--- config.mk ---
export PLATFORM = sky130hd
export DESIGN_NAME = track_association_table
export DESIGN_NICKNAME = d
export VERILOG_FILES = /design/src/hw/rtl/tat_pkg.sv /design/src/hw/rtl/tat_table_ram.sv /design/src/hw/rtl/tat_dist.sv /design/src/hw/rtl/track_association_table.sv
export SDC_FILE = /design/constraint.sdc
export NUM_CORES = 2
export LEC_CHECK = 0
export BUFFER_PORTS_ARGS = -buffer_cell sky130_fd_sc_hd__buf_4
export CORE_MARGIN = 2
export CORE_UTILIZATION = 50
export DETAILED_ROUTE_END_ITERATION = 8
export PLACE_DENSITY_LB_ADDON = 0.2
export SYNTH_ARGS = -nofsm -noshare
export SYNTH_HDL_FRONTEND = slang
export SYNTH_HIERARCHICAL = 1
export SYNTH_SLANG_ARGS = --single-unit
--- constraint.sdc ---
create_clock -name clock -period 22.8 [get_ports clock]
set_input_delay 4.56 -clock clock [delete_from_list [all_inputs] [get_ports clock]]
set_output_delay 4.56 -clock clock [all_outputs]
set_load 0.01 [all_outputs]
--- src/hw/rtl/tat_pkg.sv ---
`default_nettype none
package tat_pkg;

   localparam int MaxTracks  = 16;
   localparam int SlotBits   = 4;
   localparam int CountBits  = 5;
   localparam int CoordBits  = 12;
   localparam int DistBits   = 27;
   localparam int TotalBits  = 16;
   localparam int MissBits   = 6;
   localparam int LookBits   = 4;

   localparam logic [TotalBits-1:0] TOTAL_MAX = '1;
   localparam logic [MissBits-1:0]  MISS_MAX  = '1;
   localparam logic [LookBits-1:0]  LOOK_MAX  = '1;
   localparam logic [4:0]           MISS_LIMIT_RESET = 5'd10;
   localparam logic [2:0]           LOOK_LIMIT_RESET = 3'd2;

   localparam logic [1:0] KIND_DETECT = 2'd0;
   localparam logic [1:0] KIND_UPDATE = 2'd1;
   localparam logic [1:0] KIND_FRAME  = 2'd2;

   localparam logic [2:0] ST_MATCHED = 3'd0;
   localparam logic [2:0] ST_NEW     = 3'd1;
   localparam logic [2:0] ST_FULL    = 3'd2;
   localparam logic [2:0] ST_UPDATED = 3'd3;
   localparam logic [2:0] ST_FRAME   = 3'd4;
   localparam logic [2:0] ST_BADSLOT = 3'd5;

   localparam logic CSR_MISS_LIMIT = 1'b0;
   localparam logic CSR_LOOK_LIMIT = 1'b1;

   typedef struct packed {
      logic [1:0]           kind;
      logic [CoordBits-1:0] box_x;
      logic [CoordBits-1:0] box_y;
      logic [CoordBits-1:0] box_w;
      logic [CoordBits-1:0] box_h;
      logic                 has_eye;
      logic [SlotBits-1:0]  slot;
   } req_type;

   typedef struct packed {
      logic [2:0]           status;
      logic [SlotBits-1:0]  track_slot;
      logic [TotalBits-1:0] face_total;
      logic [TotalBits-1:0] focus_total;
      logic [CountBits-1:0] active_tracks;
   } rsp_type;

   typedef struct packed {
      logic [CoordBits-1:0] x;
      logic [CoordBits-1:0] y;
      logic [CoordBits-1:0] w;
      logic [CoordBits-1:0] h;
   } box_type;

   typedef struct packed {
      box_type             box;
      logic [MissBits-1:0] miss;
      logic [LookBits-1:0] look;
      logic                focused;
   } entry_type;

   // memory port bundle from the sequencer
   typedef struct packed {
      logic                rd_en;
      logic [SlotBits-1:0] rd_addr;
      logic                wr_en;
      logic [SlotBits-1:0] wr_addr;
      entry_type           wr_data;
   } mem_ctl_type;

   typedef enum logic [2:0] {
      S_IDLE, S_SCAN, S_DECIDE, S_AGE, S_RESULT
   } state_type;

   function automatic logic [CoordBits:0] center(input logic [CoordBits-1:0] p,
                                                 input logic [CoordBits-1:0] s);
      center = {1'b0, p} + {2'b00, s[CoordBits-1:1]};
   endfunction

endpackage
`default_nettype wire

--- src/hw/rtl/tat_table_ram.sv ---
`default_nettype none
module tat_table_ram #(
   parameter int Depth = 16,
   parameter int Width = 8
) (
   input  wire logic                     clock,
   input  wire logic                     rd_en,
   input  wire logic [$clog2(Depth)-1:0] rd_addr,
   output logic      [Width-1:0]         rd_data,
   input  wire logic                     wr_en,
   input  wire logic [$clog2(Depth)-1:0] wr_addr,
   input  wire logic [Width-1:0]         wr_data
);
   logic [Width-1:0] mem [Depth];

   always_ff @(posedge clock) begin
      if (wr_en) begin
         mem[wr_addr] <= wr_data;
      end
      if (rd_en) begin
         rd_data <= mem[rd_addr];
      end
   end
endmodule
`default_nettype wire

--- src/hw/rtl/tat_dist.sv ---
`default_nettype none
module tat_dist (
   input  wire logic                            clock,
   input  wire tat_pkg::box_type                det_box,
   input  wire tat_pkg::box_type                trk_box,
   output logic [tat_pkg::DistBits-1:0]         dist_ff
);
   import tat_pkg::*;

   logic [CoordBits:0]   dcx, dcy, tcx, tcy, ax, ay;
   logic [DistBits-1:0]  dist_in;

   // squared center distance, registered
   always_comb begin
      dcx = center(det_box.x, det_box.w);
      dcy = center(det_box.y, det_box.h);
      tcx = center(trk_box.x, trk_box.w);
      tcy = center(trk_box.y, trk_box.h);
      ax  = (dcx > tcx) ? dcx - tcx : tcx - dcx;
      ay  = (dcy > tcy) ? dcy - tcy : tcy - dcy;
      dist_in = DistBits'({13'd0, ax} * {13'd0, ax}) + DistBits'({13'd0, ay} * {13'd0, ay});
   end

   always_ff @(posedge clock) begin
      dist_ff <= dist_in;
   end
endmodule
`default_nettype wire

--- src/hw/rtl/track_association_table.sv ---
// track association table
//
// req channel: one request per detection (kind 0), tracker box update (kind 1)
// or frame end (kind 2); kind 3 is dropped with no response.
// rsp channel: one response per request of kinds 0 to 2, carrying status, slot and totals.
// csr port: index 0 miss_limit, index 1 look_limit; write only while idle.
//
// detections walk all live entries through the table memory, one entry per
// cycle; each entry passes the memory read register and the distance register
// before the compare, and the decision and response follow the last compare.
// frame end rereads every live entry and writes the kept ones packed down in
// order. updates answer in the cycle after they are taken; a valid slot then
// has its box written back in S_RESULT.
// one request is in work at a time; the memory read port sets the pace.
// a response waits in an output register while rsp_stall is high; the next
// request is taken the cycle after that register has been taken.
// reset is synchronous; it clears counters and seen flags and sets the limits
// back to 10 and 2.
// table entries need no clearing: only entries below the live count are read.
`default_nettype none
module track_association_table (
   input  wire logic              clock,
   input  wire logic              reset,
   input  wire logic              req_valid,
   output logic                   req_stall,
   input  wire tat_pkg::req_type  req_data,
   output logic                   rsp_valid,
   input  wire logic              rsp_stall,
   output tat_pkg::rsp_type       rsp_data,
   input  wire logic              csr_write,
   input  wire logic              csr_index,
   input  wire logic [4:0]        csr_data
);
   import tat_pkg::*;

   state_type               state_ff, state_in;
   req_type                 req_ff, req_in;
   logic [4:0]              miss_limit_ff, miss_limit_in;
   logic [2:0]              look_limit_ff, look_limit_in;
   logic [CountBits-1:0]    live_ff, live_in;
   logic [TotalBits-1:0]    opened_ff, opened_in, focused_ff, focused_in;
   logic [MaxTracks-1:0]    seen_ff, seen_in;
   logic [CountBits-1:0]    cnt_ff, cnt_in;       // read pointer
   logic [CountBits-1:0]    wcnt_ff, wcnt_in;     // write pointer for packing
   logic                    pend_ff, pend_in;     // read data valid next cycle
   logic [SlotBits-1:0]     pidx_ff, pidx_in;     // index of read in flight
   logic                    dval_ff, dval_in;     // distance register valid
   logic [SlotBits-1:0]     didx_ff, didx_in;
   entry_type               dent_ff, dent_in;
   logic [DistBits-1:0]     best_ff, best_in;
   logic [SlotBits-1:0]     bidx_ff, bidx_in;
   entry_type               bent_ff, bent_in;
   logic                    found_ff, found_in;
   logic                    rsp_valid_ff, rsp_valid_in;
   rsp_type                 rsp_ff, rsp_in;
   mem_ctl_type             mc;
   entry_type               rd_data;
   logic [DistBits-1:0]     cand_dist;
   entry_type               aged;
   logic                    last_rd;

   tat_table_ram #(.Depth(MaxTracks), .Width($bits(entry_type))) u_ram (
      .clock   (clock),
      .rd_en   (mc.rd_en),
      .rd_addr (mc.rd_addr),
      .rd_data (rd_data),
      .wr_en   (mc.wr_en),
      .wr_addr (mc.wr_addr),
      .wr_data (mc.wr_data)
   );

   tat_dist u_dist (
      .clock   (clock),
      .det_box ({req_ff.box_x, req_ff.box_y, req_ff.box_w, req_ff.box_h}),
      .trk_box (rd_data.box),
      .dist_ff (cand_dist)
   );

   assign req_stall = (state_ff != S_IDLE) || rsp_valid_ff;
   assign rsp_valid = rsp_valid_ff;
   assign rsp_data  = rsp_ff;

   always_ff @(posedge clock) begin
      if (reset) begin
         state_ff      <= S_IDLE;
         miss_limit_ff <= MISS_LIMIT_RESET;
         look_limit_ff <= LOOK_LIMIT_RESET;
         live_ff       <= '0;
         opened_ff     <= '0;
         focused_ff    <= '0;
         seen_ff       <= '0;
         rsp_valid_ff  <= 1'b0;
         pend_ff       <= 1'b0;
         dval_ff       <= 1'b0;
      end else begin
         state_ff      <= state_in;
         miss_limit_ff <= miss_limit_in;
         look_limit_ff <= look_limit_in;
         live_ff       <= live_in;
         opened_ff     <= opened_in;
         focused_ff    <= focused_in;
         seen_ff       <= seen_in;
         rsp_valid_ff  <= rsp_valid_in;
         pend_ff       <= pend_in;
         dval_ff       <= dval_in;
      end
      req_ff   <= req_in;
      cnt_ff   <= cnt_in;
      wcnt_ff  <= wcnt_in;
      pidx_ff  <= pidx_in;
      didx_ff  <= didx_in;
      dent_ff  <= dent_in;
      best_ff  <= best_in;
      bidx_ff  <= bidx_in;
      bent_ff  <= bent_in;
      found_ff <= found_in;
      rsp_ff   <= rsp_in;
   end

   always_comb begin
      state_in      = state_ff;
      req_in        = req_ff;
      miss_limit_in = miss_limit_ff;
      look_limit_in = look_limit_ff;
      live_in       = live_ff;
      opened_in     = opened_ff;
      focused_in    = focused_ff;
      seen_in       = seen_ff;
      cnt_in        = cnt_ff;
      wcnt_in       = wcnt_ff;
      pend_in       = 1'b0;
      pidx_in       = pidx_ff;
      dval_in       = 1'b0;
      didx_in       = didx_ff;
      dent_in       = dent_ff;
      best_in       = best_ff;
      bidx_in       = bidx_ff;
      bent_in       = bent_ff;
      found_in      = found_ff;
      rsp_valid_in  = rsp_valid_ff && rsp_stall;
      rsp_in        = rsp_ff;
      mc            = '0;
      aged          = rd_data;
      last_rd       = (cnt_ff >= live_ff);

      if (csr_write) begin
         unique case (csr_index)
            CSR_MISS_LIMIT: miss_limit_in = csr_data;
            CSR_LOOK_LIMIT: look_limit_in = csr_data[2:0];
            default: ;
         endcase
      end

      unique case (state_ff)
         S_IDLE: begin
            if (req_valid && !req_stall) begin
               req_in   = req_data;
               cnt_in   = '0;
               wcnt_in  = '0;
               found_in = 1'b0;
               best_in  = '1;
               unique case (req_data.kind)
                  KIND_DETECT: state_in = S_SCAN;
                  KIND_FRAME:  state_in = S_AGE;
                  KIND_UPDATE: begin
                     rsp_valid_in         = 1'b1;
                     rsp_in.face_total    = opened_ff;
                     rsp_in.focus_total   = focused_ff;
                     rsp_in.active_tracks = live_ff;
                     if (CountBits'(req_data.slot) < live_ff) begin
                        // box only: read-modify-write of the entry
                        state_in          = S_RESULT;
                        rsp_in.status     = ST_UPDATED;
                        rsp_in.track_slot = req_data.slot;
                        mc.rd_en          = 1'b1;
                        mc.rd_addr        = req_data.slot;
                     end else begin
                        rsp_in.status     = ST_BADSLOT;
                        rsp_in.track_slot = '0;
                     end
                  end
                  default: ;
               endcase
            end
         end
         S_SCAN: begin
            // read stream, distance stage, then compare
            if (!last_rd) begin
               mc.rd_en   = 1'b1;
               mc.rd_addr = cnt_ff[SlotBits-1:0];
               pend_in    = 1'b1;
               pidx_in    = cnt_ff[SlotBits-1:0];
               cnt_in     = cnt_ff + 1'b1;
            end
            if (pend_ff) begin
               dval_in = 1'b1;
               didx_in = pidx_ff;
               dent_in = rd_data;
            end
            if (dval_ff && cand_dist < best_ff) begin
               best_in  = cand_dist;
               bidx_in  = didx_ff;
               bent_in  = dent_ff;
               found_in = 1'b1;
            end
            if (last_rd && !pend_ff && !dval_ff) begin
               state_in = S_DECIDE;
            end
         end
         S_DECIDE: begin
            state_in             = S_IDLE;
            rsp_valid_in         = 1'b1;
            mc.wr_data.box       = {req_ff.box_x, req_ff.box_y, req_ff.box_w, req_ff.box_h};
            if (found_ff && {3'd0, best_ff} < {18'd0, req_ff.box_w} * {18'd0, req_ff.box_w}) begin
               mc.wr_en              = 1'b1;
               mc.wr_addr            = bidx_ff;
               mc.wr_data.miss       = bent_ff.miss;
               mc.wr_data.look       = bent_ff.look;
               mc.wr_data.focused    = bent_ff.focused;
               seen_in[bidx_ff]      = 1'b1;
               if (req_ff.has_eye && !bent_ff.focused) begin
                  if (bent_ff.look != LOOK_MAX) begin
                     mc.wr_data.look = bent_ff.look + 1'b1;
                  end
                  if (mc.wr_data.look > {1'b0, look_limit_ff}) begin
                     mc.wr_data.focused = 1'b1;
                     if (focused_ff != TOTAL_MAX) begin
                        focused_in = focused_ff + 1'b1;
                     end
                  end
               end
               rsp_in.status     = ST_MATCHED;
               rsp_in.track_slot = bidx_ff;
            end else if (live_ff >= CountBits'(MaxTracks)) begin
               rsp_in.status     = ST_FULL;
               rsp_in.track_slot = '0;
            end else begin
               mc.wr_en           = 1'b1;
               mc.wr_addr         = live_ff[SlotBits-1:0];
               mc.wr_data.miss    = '0;
               mc.wr_data.look    = {{(LookBits-1){1'b0}}, req_ff.has_eye};
               mc.wr_data.focused = 1'b0;
               seen_in[live_ff[SlotBits-1:0]] = 1'b1;
               live_in            = live_ff + 1'b1;
               if (opened_ff != TOTAL_MAX) begin
                  opened_in = opened_ff + 1'b1;
               end
               rsp_in.status     = ST_NEW;
               rsp_in.track_slot = live_ff[SlotBits-1:0];
            end
            rsp_in.face_total    = opened_in;
            rsp_in.focus_total   = focused_in;
            rsp_in.active_tracks = live_in;
         end
         S_AGE: begin
            // age each entry as it returns and pack survivors downward
            if (!last_rd) begin
               mc.rd_en   = 1'b1;
               mc.rd_addr = cnt_ff[SlotBits-1:0];
               pend_in    = 1'b1;
               pidx_in    = cnt_ff[SlotBits-1:0];
               cnt_in     = cnt_ff + 1'b1;
            end
            if (pend_ff) begin
               if (seen_ff[pidx_ff]) begin
                  aged.miss = '0;
               end else if (rd_data.miss != MISS_MAX) begin
                  aged.miss = rd_data.miss + 1'b1;
               end
               if (aged.miss <= {1'b0, miss_limit_ff}) begin
                  mc.wr_en   = 1'b1;
                  mc.wr_addr = wcnt_ff[SlotBits-1:0];
                  mc.wr_data = aged;
                  wcnt_in    = wcnt_ff + 1'b1;
               end
            end
            if (last_rd && !pend_ff) begin
               state_in             = S_IDLE;
               live_in              = wcnt_ff;
               seen_in              = '0;
               rsp_valid_in         = 1'b1;
               rsp_in.status        = ST_FRAME;
               rsp_in.track_slot    = '0;
               rsp_in.face_total    = opened_ff;
               rsp_in.focus_total   = focused_ff;
               rsp_in.active_tracks = wcnt_ff;
            end
         end
         S_RESULT: begin
            // write back the updated box for a tracker request
            state_in       = S_IDLE;
            mc.wr_en       = 1'b1;
            mc.wr_addr     = req_ff.slot;
            mc.wr_data     = rd_data;
            mc.wr_data.box = {req_ff.box_x, req_ff.box_y, req_ff.box_w, req_ff.box_h};
         end
         default: state_in = S_IDLE;
      endcase
   end

`ifndef SYNTHESIS
   // live count never exceeds the table size
   a_live_bound: assert property (@(posedge clock) disable iff (reset)
      live_ff <= CountBits'(MaxTracks))
      else $error("live count over table size");

   // no new request is taken while a response waits
   a_one_in_flight: assert property (@(posedge clock) disable iff (reset)
      rsp_valid_ff |-> req_stall)
      else $error("request accepted with response pending");

   // a frame end response clears all seen flags
   a_frame_clears_seen: assert property (@(posedge clock) disable iff (reset)
      (state_ff == S_AGE && state_in == S_IDLE) |=> (seen_ff == '0))
      else $error("seen flags left after frame end");
`endif
endmodule
`default_nettype wire
==> impl_metrics.tcl <==
set metrics [dict create \
    clock_skew_ns 0.03256 \
    worst_path_most_repeated_cell "fa_1" \
    die_area_um2 134800 \
    grt_pass1_vias 39003 \
    core-area_um2 131100 \
    fp.dieW_um 367.1 \
    cp.required_ns 23.42 \
    postCtsSetupBuffers 0 \
    hold_buffers 0 \
    hold_viol 0 \
    gp_congestion 0.8624 \
    grt_antenna_before_repair 2 \
    grt_pass1_wl_um 233000 \
    port_buffers 110 \
    maxSlewHeadroom_pct 21.08 \
    criticalPathCategory "reg2reg" \
    die_h_um 367.1 \
    drt_iter0_markers 2929 \
    clock_latency_ns 0.76 \
    fillCellCount 10533 \
    max_cap_viol_count 0 \
    clockBufferDepth 3 \
    tightestPinTransition_ns 1.184 \
    wirelength_um 152300 \
    cts_max_level 4 \
    register_area_um2 36020 \
    wl_per_cell_um 22.87 \
    reg2reg_depth 40 \
    numClockSinks 1231 \
    setup_viol 0 \
    synth_area_um2 65920 \
    cts_resized 0 \
    overflow 0 \
    holdPathStages 0 \
    endpoint_kind "register" \
    vias_per_cell 5.745 \
    min_period_ns 12.91 \
    critical_path_arrival_ns 13.53 \
    setup-tns-final_ns 0 \
    cts_buffers 131 \
    grt_setup_unrepaired "false" \
    hold_ws_ns 0.4121 \
    finalCritPeriodShare_pct 56.61 \
    synthesis.nets 5400 \
    grt_max_degree 102 \
    crit_fanout 16 \
    layout-drive-gt1-share_pct 14.46 \
    clockRootBuffer "clkbuf_16" \
    nets 5547 \
    ant_nets 0 \
    initial_core_util_pct 50.27 \
    synth_warnings 6 \
    critPathSlowestCell "o41ai_1" \
    drc 0 \
    worst_setup_path_start_kind "register" \
    max_stage_delay_ns 0.74 \
    r2r_setup_slack_ns 9.89 \
    grt_use_total_pct 22.83 \
    syn2layout_area_growth_pct 10.89 \
    io_pins 112 \
    outcome "finished clean" \
    hold_end "bent_ff[4]" \
    synthCells 4653 \
    syn_avg_cell_area_um2 14.17 \
    hpwl_um 97130 \
    path_clk_slew_ns 0.06 \
    vias 38261 \
    r2r-end "u_dist/dist_ff[25]" \
    dr.pass1.iters 6 \
    slew_violations 0 \
    multi_input_area_um2 27060 \
    r2r_start "u_ram/rd_data[12]" \
    fmax_ghz 0.07748 \
    cts_tree "yes" \
    hold_start "dent_ff[4]" \
    min_path_type "reg2reg" \
    std_cell_rows 133 \
]
[placed cells by master, fill, tap and decap left out, types with 17 or more instances in the layout]
cell type	instances
edfxtp_1	1137
inv_1	585
ha_1	348
fa_1	333
nand2_1	247
nor2_1	237
mux4_2	233
buf_4	184
clkbuf_16	134
a22oi_1	128
a21oi_1	116
o21ai_0	95
dfxtp_1	94
xnor2_1	80
and2_1	62
nor2b_1	60
nand3_1	60
nor3_1	55
a22o_1	51
xor2_1	51
nand2b_1	47
or3_1	47
a21o_1	41
or2_2	32
clkbuf_1	30
and3_1	29
clkinv_1	28
mux2i_1	25
a31oi_1	20
clkinv_2	17
mux2_2	17
[through the flow]
| step | utilization (%) | setup WS (ns) | cells | cell area, um2 |
|---|---|---|---|---|
| after detailed placement | 52.54 | 9.930 | 6422 | 68890 |
| after CTS | 55.74 | 9.891 | 6659 | 73100 |
| after global placement | 52.54 | 10.10 | 6422 | 68890 |
| final | 55.74 | 9.894 | 6660 | 73100 |
| after global routing | 55.74 | 8.936 | 6660 | 73100 |
| after floorplan | - | 10.61 | 4653 | 65920 |
[how the worst max path moves through the flow]
stage | cells past startpoint | endpoint | from | slack [ns]
CTS | 40 | u_dist/dist_ff[25] | u_ram/rd_data[12] | 9.89
finish | 40 | u_dist/dist_ff[25] | u_ram/rd_data[12] | 9.89
global placement | 40 | u_dist/dist_ff[25] | u_ram/rd_data[12] | 10.10
global route | 40 | u_dist/dist_ff[25] | u_ram/rd_data[12] | 8.94
floorplan | 33 | u_ram/mem[0][0] | req_ff[19] | 10.61
detailed placement | 40 | u_dist/dist_ff[25] | u_ram/rd_data[12] | 9.93
[critical path: cells and delay by family, from the launching register on]
kind	cells	cell delay [ns]
adder cells (fa/ha/maj)	11	5.07
AO/OA/AOI/OAI	14	4.11
AND/OR/NAND/NOR	7	1.29
XOR/XNOR	2	0.87
multiplexers	2	0.84
flip-flops	1	0.38
buffers and inverters	4	0.22
[state kept, by name, summed over array words and instances, names as in the netlist, 4 cells and up]
signal and count:
best_ff 27, bent_ff 11, u_ram/mem 912, didx_ff 4
rsp_data 44, seen_ff 16, cnt_ff 5, opened_ff 16
u_dist/dist_ff 27, bidx_ff 4, pidx_ff 4, live_ff 5
miss_limit_ff 5, dent_ff 11, u_ram/rd_data 57, wcnt_ff 5
focused_ff 16, req_ff 52
[final cells by class]
cell class,instances,area share (%)
Sequential cell,1231,49.28
Multi-Input combinational cell,2661,37.02
Clock buffer,164,4.741
Inverter,590,3.031
Tap cell,1755,3.004
Timing Repair Buffer,185,1.917
Clock inverter,73,1.005
Antenna cell,1,0.003423
[metal layers]
metal	vias up	share of wire (%)	GRT usage (%)
met4	2	2.8	7.007
met5	-	0.0085	0
li1	17188	-	-
met3	254	6.4	3.966
met1	19630	42	30.94
met2	1187	49	37.84
Power is left out: the tool's default activity adds up to more than one toggle a clock period on the data nets, which glitch-free logic cannot reach.
